==> config.mk <==
export PLATFORM = sky130hd
export DESIGN_NAME = sorted_array_priority_queue_unit
export DESIGN_NICKNAME = d
export VERILOG_FILES = /design/src/design/sapq_pkg.sv /design/src/design/sapq_engine.sv /design/src/design/sorted_array_priority_queue_unit.sv
export SDC_FILE = /design/constraint.sdc
export NUM_CORES = 1
export LEC_CHECK = 0
export ABC_CLOCK_PERIOD_IN_PS = 6400
export BUFFER_PORTS_ARGS = -buffer_cell sky130_fd_sc_hd__buf_4
export CORE_MARGIN = 4
export CORE_UTILIZATION = 40
export DETAILED_ROUTE_END_ITERATION = 8
export GPL_TIMING_DRIVEN = 0
export PLACE_DENSITY = 0.64
export SYNTH_ARGS = -nofsm -noshare
export SYNTH_HDL_FRONTEND = slang
export SYNTH_SLANG_ARGS = --single-unit
==> constraint.sdc <==
create_clock -name clk -period 6.4 [get_ports clk]
set_input_delay 0.64 -clock clk [delete_from_list [all_inputs] [get_ports clk]]
set_output_delay 0.64 -clock clk [all_outputs]
set_load 0.01 [all_outputs]
==> src/design/sapq_pkg.sv <==
package sapq_pkg;

	localparam int DEPTH = 16;
	localparam int PTR_W = $clog2(DEPTH);
	localparam int CNT_W = $clog2(DEPTH + 1);

	localparam logic MODE_INSERT = 1'b0;
	localparam logic MODE_DELETE = 1'b1;

	localparam logic [1:0] STAT_OK    = 2'd0;
	localparam logic [1:0] STAT_FULL  = 2'd1;
	localparam logic [1:0] STAT_EMPTY = 2'd2;

	typedef struct packed {
		logic               mode;
		logic signed [31:0] value;
	} in_item_t;

	typedef struct packed {
		logic signed [31:0] removed_value;
		logic [1:0]         status;
		logic [4:0]         occupancy;
	} out_item_t;

endpackage

==> src/design/sapq_engine.sv <==
module sapq_engine import sapq_pkg::*; (
	input  logic      clk,
	input  logic      arst_n,
	input  logic      item_valid,
	output logic      item_stall,
	input  in_item_t  item,
	output logic      res_valid,
	input  logic      res_take,
	output out_item_t res
);

	localparam int SUM_W = CNT_W + 1;

	localparam logic [2:0] S_IDLE = 3'd0;
	localparam logic [2:0] S_DEL  = 3'd1;
	localparam logic [2:0] S_INS  = 3'd2;
	localparam logic [2:0] S_FIN  = 3'd3;
	localparam logic [2:0] S_RES  = 3'd4;

	// circular store, one write and one registered read port
	logic signed [31:0] mem [DEPTH];
	logic signed [31:0] rd_data_q;

	logic [2:0]         state_q;
	logic [PTR_W-1:0]   head_q;
	logic [CNT_W-1:0]   count_q;
	logic [CNT_W-1:0]   k_q;
	logic signed [31:0] value_q;
	out_item_t          res_q;

	logic               we;
	logic               re;
	logic [PTR_W-1:0]   wa;
	logic [PTR_W-1:0]   ra;
	logic signed [31:0] wd;
	logic               accept;
	logic               shift_up;

	function automatic logic [PTR_W-1:0] slot(input logic [PTR_W-1:0] h,
		input logic [CNT_W-1:0] off);
		logic [SUM_W-1:0] sum;
		sum = SUM_W'(h) + SUM_W'(off);
		if (sum >= SUM_W'(DEPTH)) begin
			sum = sum - SUM_W'(DEPTH);
		end
		return sum[PTR_W-1:0];
	endfunction

	assign accept     = item_valid && (state_q == S_IDLE);
	assign item_stall = (state_q != S_IDLE);
	assign res_valid  = (state_q == S_RES);
	assign res        = res_q;
	assign shift_up   = (rd_data_q > value_q);

	// Port control. In the shift loop the read of offset k-2 goes out while
	// offset k is written, so the two never touch the same entry.
	always_comb begin
		we = 1'b0;
		re = 1'b0;
		wa = slot(head_q, k_q);
		ra = slot(head_q, k_q - CNT_W'(2));
		wd = value_q;
		unique case (state_q)
			S_IDLE: begin
				if (accept && item.mode == MODE_DELETE) begin
					re = (count_q != '0);
					ra = head_q;
				end else if (accept) begin
					if (count_q == '0) begin
						we = 1'b1;
						wa = head_q;
						wd = item.value;
					end else if (count_q != CNT_W'(DEPTH)) begin
						re = 1'b1;
						ra = slot(head_q, count_q - CNT_W'(1));
					end
				end
			end
			S_INS: begin
				we = 1'b1;
				if (shift_up) begin
					wd = rd_data_q;
					re = (k_q >= CNT_W'(2));
				end
			end
			S_FIN: begin
				we = 1'b1;
			end
			default: begin
			end
		endcase
	end

	always_ff @(posedge clk) begin
		if (we) begin
			mem[wa] <= wd;
		end
		if (re) begin
			rd_data_q <= mem[ra];
		end
	end

	always_ff @(posedge clk or negedge arst_n) begin
		if (!arst_n) begin
			state_q <= S_IDLE;
			head_q  <= '0;
			count_q <= '0;
		end else begin
			unique case (state_q)
				S_IDLE: begin
					if (accept) begin
						if (item.mode == MODE_DELETE) begin
							state_q <= (count_q == '0) ? S_RES : S_DEL;
						end else if (count_q == CNT_W'(DEPTH) || count_q == '0) begin
							state_q <= S_RES;
							if (count_q == '0) begin
								count_q <= CNT_W'(1);
							end
						end else begin
							state_q <= S_INS;
						end
					end
				end
				S_DEL: begin
					head_q  <= slot(head_q, CNT_W'(1));
					count_q <= count_q - CNT_W'(1);
					state_q <= S_RES;
				end
				S_INS: begin
					if (!shift_up) begin
						count_q <= count_q + CNT_W'(1);
						state_q <= S_RES;
					end else if (k_q == CNT_W'(1)) begin
						state_q <= S_FIN;
					end
				end
				S_FIN: begin
					count_q <= count_q + CNT_W'(1);
					state_q <= S_RES;
				end
				S_RES: begin
					if (res_take) begin
						state_q <= S_IDLE;
					end
				end
				default: begin
					state_q <= S_IDLE;
				end
			endcase
		end
	end

	// payload registers
	always_ff @(posedge clk) begin
		unique case (state_q)
			S_IDLE: begin
				value_q <= item.value;
				k_q     <= count_q;
				res_q.removed_value <= '0;
				res_q.status        <= STAT_OK;
				res_q.occupancy     <= 5'(count_q);
				if (item.mode == MODE_DELETE && count_q == '0) begin
					res_q.status <= STAT_EMPTY;
				end else if (item.mode == MODE_INSERT && count_q == CNT_W'(DEPTH)) begin
					res_q.status <= STAT_FULL;
				end else if (item.mode == MODE_INSERT && count_q == '0) begin
					res_q.occupancy <= 5'(1);
				end
			end
			S_DEL: begin
				res_q.removed_value <= rd_data_q;
				res_q.occupancy     <= 5'(count_q - CNT_W'(1));
			end
			S_INS: begin
				if (shift_up) begin
					k_q <= k_q - CNT_W'(1);
				end
				res_q.occupancy <= 5'(count_q + CNT_W'(1));
			end
			S_FIN: begin
				res_q.occupancy <= 5'(count_q + CNT_W'(1));
			end
			default: begin
			end
		endcase
	end

endmodule

==> src/design/sorted_array_priority_queue_unit.sv <==
// channel  dir  handshake                  beat
// item     in   item_valid / item_stall    in_item_t  {mode, value}
// result   out  result_valid / result_stall out_item_t {removed_value, status, occupancy}
//
// From the accepting edge to the edge that loads the result register: a refused insert or
// delete, or an insert into an empty queue, goes straight to the result; a delete reads the
// head, then updates; an insert does one memory read-modify-write per stored entry larger
// than the new value, then writes it. The beat is valid on result after that edge, where the
// engine is idle again and can take the next item. Reset clears the state, head, count and
// result valid flag only; the store needs no clearing pass. item_stall is high while an item
// is in the engine; a stalled result waits in the result register while the next item runs.
module sorted_array_priority_queue_unit import sapq_pkg::*; (
	input  logic      clk,
	input  logic      arst_n,
	input  logic      item_valid,
	output logic      item_stall,
	input  in_item_t  item,
	output logic      result_valid,
	input  logic      result_stall,
	output out_item_t result
);

	logic      eng_res_valid;
	logic      eng_res_take;
	out_item_t eng_res;

	logic      result_valid_q;
	out_item_t result_q;

	// engine: store, pointers and the shift sequencer
	sapq_engine u_engine (
		.clk        (clk),
		.arst_n     (arst_n),
		.item_valid (item_valid),
		.item_stall (item_stall),
		.item       (item),
		.res_valid  (eng_res_valid),
		.res_take   (eng_res_take),
		.res        (eng_res)
	);

	// result register loads when empty or when its beat leaves this cycle
	assign eng_res_take = eng_res_valid && (!result_valid_q || !result_stall);

	always_ff @(posedge clk or negedge arst_n) begin
		if (!arst_n) begin
			result_valid_q <= 1'b0;
		end else if (eng_res_take) begin
			result_valid_q <= 1'b1;
		end else if (!result_stall) begin
			result_valid_q <= 1'b0;
		end
	end

	always_ff @(posedge clk) begin
		if (eng_res_take) begin
			result_q <= eng_res;
		end
	end

	assign result_valid = result_valid_q;
	assign result       = result_q;

endmodule
Yosys cells after proc, flatten, opt, wreduce, memory -nomap -nowiden. Memory sizes are Yosys's and may differ from the RTL's. A register that Yosys moved wholly into a read port is not among the register bits. Cells that the tools add are included. Widths: inputs -> output; s select.

Input port bits: 37. Register bits: 128. Logic and storage cells: 125. Memories: 1. RAM bits: 512.

Memory list: u_engine.mem (words 16, bits a word 32, read ports 1, clocked after memory_dff 1, wr ports 1, line sapq_engine.sv:21) `logic signed [31:0] mem [DEPTH];`.

Order comparisons: 6. Add/subtract/negate cells: 12. Reduce and logical (&&, ||, !) cells: 23. Bitwise operators: 1. Equality and inequality tests: 16. Muxes and demuxes: 54.

Operators by type and width (number): $mux 32 (4); $pmux 32 s2 (2); $mux 4 (13); $mux 5 (9); $gt 32x32->1 (1); $mux 3 (7); $pmux 5 s4 (1); $add 4x5->6 (3); $ge 6x5->1 const B (3); $sub 4x1->4 const B (4); $pmux 5 s3 (1); $mux 1 (13); $pmux 3 s4 (1); $pmux 5 s2 (1); $sub 5x1->5 const B (2); $ne 2x1->1 const B (4); $ne 2x2->1 const B (4); $eq 3x2->1 const B (2); $logic_and 1x1->1 (6); $reduce_and 6->1 (1); $reduce_bool 3->1 (2); $add 4x1->5 const B (1); $add 5x1->5 const B (1); $eq 5x1->1 const B (1); other kinds (20) (25).

Logic depth before layout (Yosys ltp). Gate-level depths: netlist of run 1.

Depth in word-level cells: 9. Mapped depth: 15. Depth with buffers taken out: 12.

By module. Synthesis of run 1 repeated with hierarchy kept, for this count alone.

Cell total of the unflattened synthesis: 1657. Area total of the unflattened synthesis: 28504.8 um^2.

Modules (own cells, without submodules): sapq_engine (cells an instance 1615, area an instance 27289.9 um^2, instances 1); sorted_array_priority_queue_unit (cells an instance 42, area an instance 1214.9 um^2, instances 1).

Worst setup path after synthesis of run 1. OpenSTA, ideal clock, no wires.

Path kind: register -> register. Start point: register u_engine.state_q[2]. End point: memory u_engine.mem[5][0], enable pin. Slack: 1914 ps. Arrival: 4065 ps. Library setup time: 421 ps. Cell stages (with the launch flop): 10. Clock period less this slack: 4486 ps. Cells stage by stage: dfrtp_1 > buf_2 > nor3_4 > nand2_1 > nor2_1 > buf_2 > nor2_1 > xnor2_1 > nand2_1 > nor2_1.

Cells in the longest elaborated chain, start to end: 7.

Ends and longest elaborated chain: start: declaration (line sapq_engine.sv:24) `logic [2:0] state_q;`; start signal: assignment (line sapq_engine.sv:113) `state_q <= (count_q == '0) ? S_RES : S_DEL;`; $logic_not 3->1 (line sapq_engine.sv:49, sapq_engine.sv:63); $logic_and 1x1->1 (line sapq_engine.sv:49) `assign accept = item_valid && (state_q == S_IDLE);`; $mux 1 / $logic_and 1x1->1 (equally long branches) (line sapq_engine.sv:68, sapq_engine.sv:65); $mux 1 (line sapq_engine.sv:65) `if (accept && item.mode == MODE_DELETE) begin`; $pmux 1 s2 (line sapq_engine.sv:63) `unique case (state_q)`; $mux 1 (line sapq_engine.sv:95) `if (we) begin`; $mux 1 (not written as such) (line sapq_engine.sv:96) `mem[wa] <= wd;`; end: declaration (line sapq_engine.sv:21).

Parallel ways exist; a longest one is shown, timed or not.

Final worst setup path of run 1.
Start point: register u_engine.count_q[0]. End point: register u_engine.rd_data_q[28], read port of u_engine.mem (data pin).

Cells in the longest elaborated chain, start to end: 9.

Ends and longest elaborated chain: start: declaration (line sapq_engine.sv:26) `logic [CNT_W-1:0] count_q;`; start signal: assignment (line sapq_engine.sv:126) `count_q <= count_q - CNT_W'(1);`; start signal: assignment (line sapq_engine.sv:131) `count_q <= count_q + CNT_W'(1);`; start signal: assignment (line sapq_engine.sv:138) `count_q <= count_q + CNT_W'(1);`; $sub 5x1->5 (line sapq_engine.sv:75) `ra = slot(head_q, count_q - CNT_W'(1));`; $add 4x5->6 (line sapq_engine.sv:42) `sum = SUM_W'(h) + SUM_W'(off);`; $ge 6x5->1 / $sub 4x1->4 (equally long branches) (line sapq_engine.sv:43, sapq_engine.sv:44); $mux 4 (line sapq_engine.sv:43) `if (sum >= SUM_W'(DEPTH)) begin`; $mux 4 (line sapq_engine.sv:73) `end else if (count_q != CNT_W'(DEPTH)) begin`; $mux 4 (line sapq_engine.sv:69) `if (count_q == '0) begin`; $mux 4 (line sapq_engine.sv:68) `end else if (accept) begin`; $mux 4 (line sapq_engine.sv:65); $mux 4 (line sapq_engine.sv:63); end: declaration (line sapq_engine.sv:22) `logic signed [31:0] rd_data_q;`.

Parallel ways exist; a longest one is shown, timed or not. A chain may end at the register's enable or synchronous reset.

==> impl_metrics.env, run 1 <==
export IMPL_synthCells=1977
export IMPL_synth_top_cell_area_share=0.716
export IMPL_synthTopCellsByArea="edfxtp_1, nand2_1, mux2i_1"
export IMPL_vias=17559
export IMPL_crit_fanout=10
export IMPL_start_kind="register"
export IMPL_gp_congestion=0.888
export IMPL_worstMarginPinSlew_ns=1.21
export IMPL_wl_per_cell_um=23.3
export IMPL_synth_yosys_seq_area_share=0.728
export IMPL_antenna_found_initial=1
export IMPL_nets=2257
export IMPL_cts_tree="yes"
export IMPL_ys_seq_elements=672
export IMPL_fmax_ghz=0.210
export IMPL_hold_path_cell_count=1
export IMPL_timing_rr_end="u_engine.rd_data_q[28]"
export IMPL_final_hold_viol_count=0
export IMPL_place_ws_ns=1.32
export IMPL_r2r_start="u_engine.count_q[0]"
export IMPL_grt_pass1_vias=17314
export IMPL_timing_final_ws_setup_ns=1.65
export IMPL_arrival_ns=5.05
export IMPL_syn_num_nets=2065
export IMPL_synth_largest_area_cell="edfxtp_1"
export IMPL_cap_violations=0
export IMPL_viasPerCell=5.66
export IMPL_clock_sinks=672
export IMPL_drtPass1Iterations=5
export IMPL_drc=0
export IMPL_ios=78
export IMPL_synth_edf_count=659
export IMPL_netlist_area_mm2=0.0276
export IMPL_cts_clk_slew_worst_paths_ns=0.06
export IMPL_htree_levels=3
export IMPL_finalCriticalPeriod_ns=4.75
export IMPL_yosys_cell_types_count=64
export IMPL_min_period_over_period=0.742
export IMPL_cts_root_buf="clkbuf_16"
export IMPL_post_cts_buffers=0
export IMPL_required_ns=6.70
export IMPL_grt_max_degree=42
export IMPL_relSlewSlack=0.190
export IMPL_reg2regPathDepth=12
export IMPL_synth_main_ff_cell="edfxtp_1"
export IMPL_grt_pass1_wl_mm=107
export IMPL_grt_use_total=0.192
export IMPL_hp_class="input pin to register"
export IMPL_die_area_mm2=0.0733
export IMPL_min_from="item[29]"
export IMPL_cts_buffers=66
export IMPL_n_antenna_cell=0
export IMPL_ant_nets=0
export IMPL_insertion_delay_ns=0.61
export IMPL_num_rows=96
export IMPL_fin_skew_ns=0.0260
export IMPL_drt_initial_drc_count=2008
export IMPL_drive_gt1_frac=0.155
export IMPL_synth_warnings=0
export IMPL_syn_avg_cell_area_um2=14.0
export IMPL_crit_type="register to register"
export IMPL_startpoint="u_engine.count_q[0]"
export IMPL_dp_hpwl_mm=50.9
export IMPL_cts_buffer_depth=3
export IMPL_cts_resized=0
export IMPL_design_core_area_mm2=0.0685
export IMPL_end_kind="register"
export IMPL_slew_viol_final=0
export IMPL_grt_overflow=0
export IMPL_async_flop_share=0.0193
export IMPL_start_util=0.403
export IMPL_rrSetupSlack_ns=1.65
export IMPL_whs_endpoint="u_engine.value_q[29]"
export IMPL_die_x_um=271
export IMPL_io_buffers=77
export IMPL_rsz0062_at_grt="false"
export IMPL_setup_violations_final=0
export IMPL_routed_wl_mm=72.2
export IMPL_die_h_um=271
export IMPL_syn_to_final_growth_pct=17.4
export IMPL_outcome="complete, no violations"
## cells by family (layout without fill, tap and decap cells)
group | count (synthesis) | after routing | share of synthesized area
XOR/XNOR | 20 | 20 | 0.00634
multiplexers | 70 | 70 | 0.0254
adder cells (fa/ha/maj) | 51 | 51 | 0.0239
flip-flops | 672 | 672 | 0.728
AND/OR/NAND/NOR | 625 | 625 | 0.0953
AO/OA/AOI/OAI | 370 | 370 | 0.0937
buffers and inverters | 169 | 411 | 0.0272
## per-layer routing
layer,vias up,GRT usage,share of wire
li1,7842,-,-
met4,0,0.0805,0.036
met5,-,0,0
met1,8721,0.252,0.40
met2,837,0.320,0.48
met3,159,0.0276,0.077
## worst max-delay path, cell delays in order, from the launching register on
cell and delay [ns]:
dfrtp_1 0.35, clkbuf_1 0.31, inv_1 0.20, ha_1 0.37, fa_1 0.50, nor3b_1 0.17, a21oi_1 0.09, o22ai_2 0.58
nor2_1 0.28, clkbuf_1 0.46, a32oi_1 0.29, o211ai_1 0.18, o21ai_0 0.65
## flip-flops by register name, summed over array words and instances, names as in the netlist
| register | cells |
|---|---|
| result | 39 |
| u_engine.state_q | 3 |
| result_valid | 1 |
| u_engine.count_q | 5 |
| u_engine.value_q | 32 |
| u_engine.res | 39 |
| u_engine.k_q | 5 |
| u_engine.head_q | 4 |
| u_engine.mem | 512 |
| u_engine.rd_data_q | 32 |
## final cells by class
class	instances	area (um^2)
Fill cell	5815	36000
Sequential cell	672	20100
Multi-Input combinational cell	1136	7030
Clock buffer	78	1740
Timing Repair Buffer	124	1320
Tap cell	882	1100
Buffer	118	561
Clock inverter	40	363
Inverter	51	191
## cells in the mapped netlist (33+ instances only)
cell type and n:
edfxtp_1 659, nand2_1 451, a21oi_1 93, mux2i_1 69
a32oi_1 63, buf_2 54, inv_1 51, o21ai_0 51
clkbuf_1 49, ha_1 48, nor2_1 46, nand3_1 42
and3_1 36, o211ai_1 33
## how the worst max path moves through the flow
stage                             endpoint  slack [ns]  cells past startpoint
finish              u_engine.rd_data_q[28]        1.65                     12
global route        u_engine.rd_data_q[28]        1.50                     12
CTS                    u_engine.mem[5][15]        1.30                      9
detailed placement     u_engine.mem[1][15]        1.32                      9
global placement       u_engine.mem[3][24]       -0.84                      7
floorplan               u_engine.mem[5][0]        1.91                      9
## through the flow
stage                     TNS (ns)  instances   util  hold slack, ns  cell area [um^2]
after CTS                        0       3100  0.473           0.196             32400
final                            0       3101  0.474           0.228             32400
after detailed placement         0       2981  0.443           0.405             30300
after global routing             0       3101  0.474           0.209             32400
after global placement     -243.49       2936  0.428           0.401             29300
after floorplan                  0       1977      -           0.344             27600
## cells in the final DEF (no fill, tap or decap), types with 51 or more instances in the layout
cell / instances
buf_4: 98
edfxtp_1: 659
a21oi_1: 92
inv_1: 51
clkbuf_16: 68
a32oi_1: 63
mux2i_1: 69
buf_2: 55
clkbuf_1: 58
nand2_1: 451
## timing repair
action / CTS / global route
endpoints found under the hold margin: 13 / 0
endpoints found under the setup margin: 0 / 0
hold buffers: 1 / 0
Power of run 1 is not shown: default switching activity piles up to over one toggle a cycle in this logic, so the estimate is an artifact.
==> run 2: changes to the inputs <==
--- a/config.mk
+++ b/config.mk
@@ -5,13 +5,14 @@
 export SDC_FILE = /design/constraint.sdc
 export NUM_CORES = 1
 export LEC_CHECK = 0
-export ABC_CLOCK_PERIOD_IN_PS = 6400
+export ABC_AREA = 1
+export ABC_CLOCK_PERIOD_IN_PS = 4000
 export BUFFER_PORTS_ARGS = -buffer_cell sky130_fd_sc_hd__buf_4
 export CORE_MARGIN = 4
 export CORE_UTILIZATION = 40
 export DETAILED_ROUTE_END_ITERATION = 8
 export GPL_TIMING_DRIVEN = 0
-export PLACE_DENSITY = 0.64
+export PLACE_DENSITY = 0.66
 export SYNTH_ARGS = -nofsm -noshare
 export SYNTH_HDL_FRONTEND = slang
 export SYNTH_SLANG_ARGS = --single-unit
==> constraint.sdc (replaced) <==
create_clock -name clk -period 4 [get_ports clk]
set_input_delay 0.4 -clock clk [delete_from_list [all_inputs] [get_ports clk]]
set_output_delay 0.4 -clock clk [all_outputs]
set_load 0.01 [all_outputs]
==> run 2 against run 1 <==
Effect of this change:
- synthesized area is 5.9% higher
- count of clock-buffer cells in the layout rose by 1
- sequential share of layout area is 3.9 points lower
- flip-flop and latch count unchanged
- critical path depth increased by 1
- non-clock buffer count grew 29
- routed wire length increased by 12%
- utilization up 0.75 points
- final cell count is 21% higher
- die area rose by 5.7%
- worst setup slack worse by 1.5 ns
- largest cell class unchanged
- highest routed layer unchanged
==> impl_metrics.env, run 2 <==
export IMPL_fin_util=0.481
export IMPL_routed_wl_mm=81.2
export IMPL_vias=19975
export IMPL_die_area_mm2=0.0775
export IMPL_synth_main_ff_cell="edfxtp_1"
export IMPL_nets=2824
export IMPL_crit_type="register to register"
export IMPL_die_x_um=278
export IMPL_drc=0
export IMPL_grt_pass1_wl_mm=120
export IMPL_gp_congestion=0.869
export IMPL_start_util=0.406
export IMPL_die_h_um=278
export IMPL_crit_fanout=10
export IMPL_grt_pass1_vias=19425
export IMPL_drive_gt1_frac=0.140
export IMPL_synthCells=2519
export IMPL_synthTopCellsByCount="edfxtp_1, nand2_1, inv_1"
export IMPL_end_kind="register"
export IMPL_n_antenna_cell=0
export IMPL_cts_tree="yes"
export IMPL_num_rows=98
export IMPL_dp_hpwl_mm=55.6
export IMPL_rsz0062_at_grt="false"
export IMPL_wl_per_cell_um=21.7
export IMPL_hp_class="input pin to register"
export IMPL_grt_overflow=0
export IMPL_synthTopCellsByArea="edfxtp_1, nand2_1, o211ai_1"
export IMPL_async_flop_share=0.0193
export IMPL_insertion_delay_ns=0.62
export IMPL_final_hold_viol_count=0
export IMPL_arrival_ns=4.15
export IMPL_clock_sinks=672
export IMPL_cap_violations=0
export IMPL_synth_yosys_seq_area_share=0.688
export IMPL_cts_root_buf="clkbuf_16"
export IMPL_synth_warnings=0
export IMPL_drt_initial_drc_count=2471
export IMPL_fin_skew_ns=0.0285
export IMPL_worstMarginPinSlew_ns=1.01
export IMPL_cts_clk_slew_worst_paths_ns=0.06
export IMPL_required_ns=4.31
export IMPL_max_flop_register="u_engine.mem"
export IMPL_layout_common_cells="edfxtp_1, nand2_1, inv_1"
export IMPL_min_period_over_period=0.961
export IMPL_slew_viol_final=0
export IMPL_yosys_cell_types_count=43
export IMPL_start_kind="register"
export IMPL_yosysMostFrequentCell="edfxtp_1"
export IMPL_drtPass1Iterations=8
export IMPL_syn_num_nets=2607
export IMPL_layout_commonest_cell="edfxtp_1"
export IMPL_grt_max_degree=35
export IMPL_relSlewSlack=0.309
export IMPL_cts_buffer_depth=3
export IMPL_viasPerCell=5.35
export IMPL_largest_reg_flops=512
export IMPL_synth_largest_area_cell="edfxtp_1"
export IMPL_ys_seq_elements=672
export IMPL_finalCriticalPeriod_ns=3.84
export IMPL_setup_violations_final=0
export IMPL_outcome="complete, no violations"
export IMPL_syn_to_final_growth_pct=18.4
export IMPL_synth_edf_count=659
export IMPL_netlist_area_mm2=0.0292
export IMPL_grt_use_total=0.204
export IMPL_io_buffers=77
export IMPL_fmax_ghz=0.260
export IMPL_antenna_found_initial=2
export IMPL_synth_top_cell_area_share=0.677
export IMPL_syn_avg_cell_area_um2=11.6
export IMPL_cts_buffers=67
export IMPL_ios=78
export IMPL_ant_nets=0
export IMPL_htree_levels=3
export IMPL_design_core_area_mm2=0.0720
-- run 2: changes by cell type in the layout (fill, tap and decap cells not counted), sizes merged, moves of 31 or more --
cell    delta
nand3    +198
o21ai     +49
a32oi     -62
inv      +327
nand2    +122
a21oi     -62
nor2      +43
o211ai   +180
and3      -36
a22oi     -32
mux2i     -69
o311ai    -31
-- run 2: stage by stage --
step                      setup TNS, ns  hold WS, ns  worst slack [ns]  cells  cell area, um^2
after floorplan                       0        0.104             0.231   2519            29200
after global routing                  0      0.00127            0.0335   3737            34600
after global placement          -966.89        0.260             -2.05   3546            31000
final                                 0       0.0177             0.157   3737            34600
after CTS                             0     0.000431           0.00546   3732            34500
after detailed placement         -19.71        0.262            -0.135   3565            31600
-- run 2: logic make-up (layout without fill, tap and decap cells) --
family | after synthesis | count (layout) | synth area share
DFF | 672 | 672 | 0.688
adders and majority gates | 51 | 51 | 0.0226
and+or+nand+nor | 916 | 916 | 0.134
buffers and inverters | 503 | 771 | 0.0697
AOI/OAI and AO/OA | 361 | 361 | 0.0814
xor gates and xnor gates | 16 | 16 | 0.00479
-- run 2: final timing paths --
path                            slack, ns                start  depth (start not counted)                     to
worst max-delay path                 0.16  u_engine.count_q[0]                         13  u_engine.rd_data_q[3]
worst min-delay path                 0.02             item[17]                          1   u_engine.value_q[17]
worst max register to register       0.16  u_engine.count_q[0]                         13  u_engine.rd_data_q[3]
worst min register to register       0.42      u_engine.res[7]                          0              result[7]
max in group asynchronous            3.62               arst_n                          2    u_engine.state_q[2]
min in group asynchronous            0.19               arst_n                          2     u_engine.head_q[2]
-- run 2: layout make-up --
cell class	count	area, um^2
buffer	123	621
clock buffer	79	1760
clock inverter	41	447
fill	6220	37300
inverter	380	1430
multi-input combinational	1344	7360
sequential	672	20100
tap	950	1190
timing repair buffer	148	1700
-- run 2: layer usage --
layer,track usage,up-vias,wire length [um]
met5,0,-,0
met4,0.0806,0,2930
met3,0.0342,176,7610
met2,0.343,1000,39300
met1,0.265,9643,31400
li1,-,9156,-
-- run 2: what timing repair did --
action,4_1_cts,5_1_grt
pin swaps,13,4
hold buffers,30,0
setup endpoints to repair,360,511
gates resized for setup,9,23
buffers inserted,17,5
endpoints found under the hold margin,42,0
-- run 2: critical path, stage by stage, from the launching register on --
cell and delay, ns:
dfrtp_1 0.41, inv_1 0.20, ha_1 0.30, xor2_1 0.26, ha_1 0.31, xnor2_1 0.17
a21oi_1 0.09, o21ai_0 0.07, o21ai_0 0.25, inv_2 0.34, clkbuf_1 0.66, nand3_1 0.18
nand3_1 0.15, nand2_1 0.15
Power of run 2 is left out for the same reason.
==> run 3: changes to the inputs <==
--- a/config.mk
+++ b/config.mk
@@ -12,6 +12,7 @@
 export CORE_UTILIZATION = 40
 export DETAILED_ROUTE_END_ITERATION = 8
 export GPL_TIMING_DRIVEN = 0
+export MAX_ROUTING_LAYER = met4
 export PLACE_DENSITY = 0.66
 export SYNTH_ARGS = -nofsm -noshare
 export SYNTH_HDL_FRONTEND = slang
==> run 3 against run 2 <==
Effect of this change:
- count of clock-buffer cells in the layout down 2
- fmax down 0.73%
- flip-flop and latch count unchanged
- final cell count down 0.21%
- highest routed layer unchanged
- via count up 0.16%
- critical path type unchanged
==> impl_metrics.env, run 3 (synthesis gave the netlist of run 2 again) <==
export IMPL_outcome="complete, no violations"
export IMPL_worstMarginPinSlew_ns=1.07
export IMPL_arrival_ns=4.29
export IMPL_postPlaceCellArea_mm2=0.0316
export IMPL_startpoint="u_engine.count_q[0]"
export IMPL_grt_use_total=0.213
export IMPL_drive_gt1_frac=0.137
export IMPL_gp_congestion=0.877
export IMPL_met2_length_mm=39.4
export IMPL_syn_to_final_growth_pct=18.1
export IMPL_insertion_delay_ns=0.63
export IMPL_n_antenna_cell=0
export IMPL_clock_sinks=672
export IMPL_dp_hpwl_mm=56.1
export IMPL_ant_nets=0
export IMPL_viasPerCell=5.37
export IMPL_fmax_ghz=0.258
export IMPL_crit_top_cell="nand2_1"
export IMPL_die_h_um=278
export IMPL_crit_fanout=10
export IMPL_slew_viol_final=0
export IMPL_vias=20007
export IMPL_cts_root_buf="clkbuf_16"
export IMPL_min_from="result_stall"
export IMPL_relSlewSlack=0.269
export IMPL_cts_buffers=68
export IMPL_drt_initial_drc_count=2373
export IMPL_dpl_cell_count=3565
export IMPL_cts_tree="yes"
export IMPL_routedLengthMet1_mm=32.2
export IMPL_grt_pass1_wl_mm=122
export IMPL_die_area_mm2=0.0775
export IMPL_final_hold_viol_count=0
export IMPL_layout_common_cells="edfxtp_1, nand2_1, inv_1"
export IMPL_design_core_area_mm2=0.0720
export IMPL_r2r_start="u_engine.count_q[0]"
export IMPL_crit_chain="inv_1 > ha_1 > xor2_1 > ha_1 > nand2_1 > nand2_1 > a31oi_1 > inv_1 > nand2_1 > nand3_1 > a21oi_1 > buf_2 > nand3_1 > nand2_1"
export IMPL_wl_per_cell_um=21.9
export IMPL_start_util=0.406
export IMPL_required_ns=4.42
export IMPL_end_kind="register"
export IMPL_cts_clk_slew_worst_paths_ns=0.06
export IMPL_io_buffers=77
export IMPL_finalCriticalPeriod_ns=3.87
export IMPL_setup_tns_ns=0
export IMPL_fin_skew_ns=0.0250
export IMPL_fin_cells=3729
export IMPL_fillers=6235
export IMPL_hp_class="input pin to register"
export IMPL_routed_wl_mm=81.7
export IMPL_grt_pass1_vias=19611
export IMPL_htree_levels=3
export IMPL_largest_reg_flops=512
export IMPL_timing_final_ws_setup_ns=0.129
export IMPL_wl_met3_mm=7.71
export IMPL_place_ws_ns=-0.176
export IMPL_cpMaxStageDelayCell="a21oi_1"
export IMPL_grt_overflow=0
export IMPL_drtPass1Iterations=6
export IMPL_die_x_um=278
export IMPL_fin_area_mm2=0.0345
export IMPL_crit_type="register to register"
export IMPL_grt_max_degree=35
export IMPL_layout_commonest_cell="edfxtp_1"
export IMPL_min_period_over_period=0.968
export IMPL_max_flop_register="u_engine.mem"
export IMPL_num_rows=98
export IMPL_cts_buffer_depth=3
export IMPL_antenna_found_initial=2
export IMPL_slowest_delay_ns=0.78
export IMPL_start_kind="register"
export IMPL_drc=0
export IMPL_cap_violations=0
export IMPL_nets=2827
export IMPL_setup_violations_final=0
export IMPL_ios=78
export IMPL_routed_top_layer="met4"
-- run 3: cell types whose count changed in the layout (fill, tap and decap cells not counted), sizes merged --
cell / change
clkinv: -3
clkinvlp: -3
dlygate4sd3: +3
clkbuf: -2
buf: -1
bufinv: -1
inv: -1
-- run 3: repair_timing --
action | 4_1_cts | 5_1_grt
setup endpoints to repair | 398 | 483
gates resized for setup | 11 | 20
endpoints found under the hold margin | 45 | 0
hold buffers | 33 | 0
pin swaps | 10 | 3
buffers inserted | 18 | 3
-- run 3: stage by stage --
stage           util  hold slack (ns)
4_1_cts        0.478           0.0865
2_1_floorplan      -            0.104
6_report       0.480           0.0969
3_5_place_dp   0.439            0.263
3_3_place_gp   0.431            0.261
5_1_grt        0.480            0.109
-- run 3: path summary, 6_finish.rpt --
kind	to	slack, ns	cells after the start
setup / recovery	u_engine.rd_data_q[28]	0.13	14
hold / removal	result_valid	0.1	3
setup reg to reg	u_engine.rd_data_q[28]	0.13	14
hold reg to reg	result[13]	0.42	0
max in group asynchronous	u_engine.state_q[1]	3.64	2
min in group asynchronous	u_engine.head_q[3]	0.18	2
-- run 3: final cells by class --
type                            count  area, um^2  share of cell area
Inverter                          380        1430              0.0413
Clock buffer                       77        1760              0.0509
Buffer                            123         621              0.0180
Tap cell                          950        1190              0.0344
Multi-Input combinational cell   1344        7360               0.213
Sequential cell                   672       20100               0.582
Timing Repair Buffer              150        1660              0.0480
Clock inverter                     33         408              0.0118
-- run 3: critical path: cells and delay by family (launching register included) --
family,cells,cell delay [ns]
AOI/OAI and AO/OA,2,0.96
xor gates and xnor gates,1,0.28
adders and majority gates,2,0.63
buffers and inverters,3,0.69
DFF,1,0.41
and+or+nand+nor,6,0.70
-- run 3: metal layers --
layer | vias to the layer above | track usage
met5 | - | -
li1 | 9141 | -
met1 | 9692 | 0.274
met3 | 156 | 0.0346
met2 | 1018 | 0.348
met4 | 0 | 0.0703
Power of run 3 is left out for the same reason.
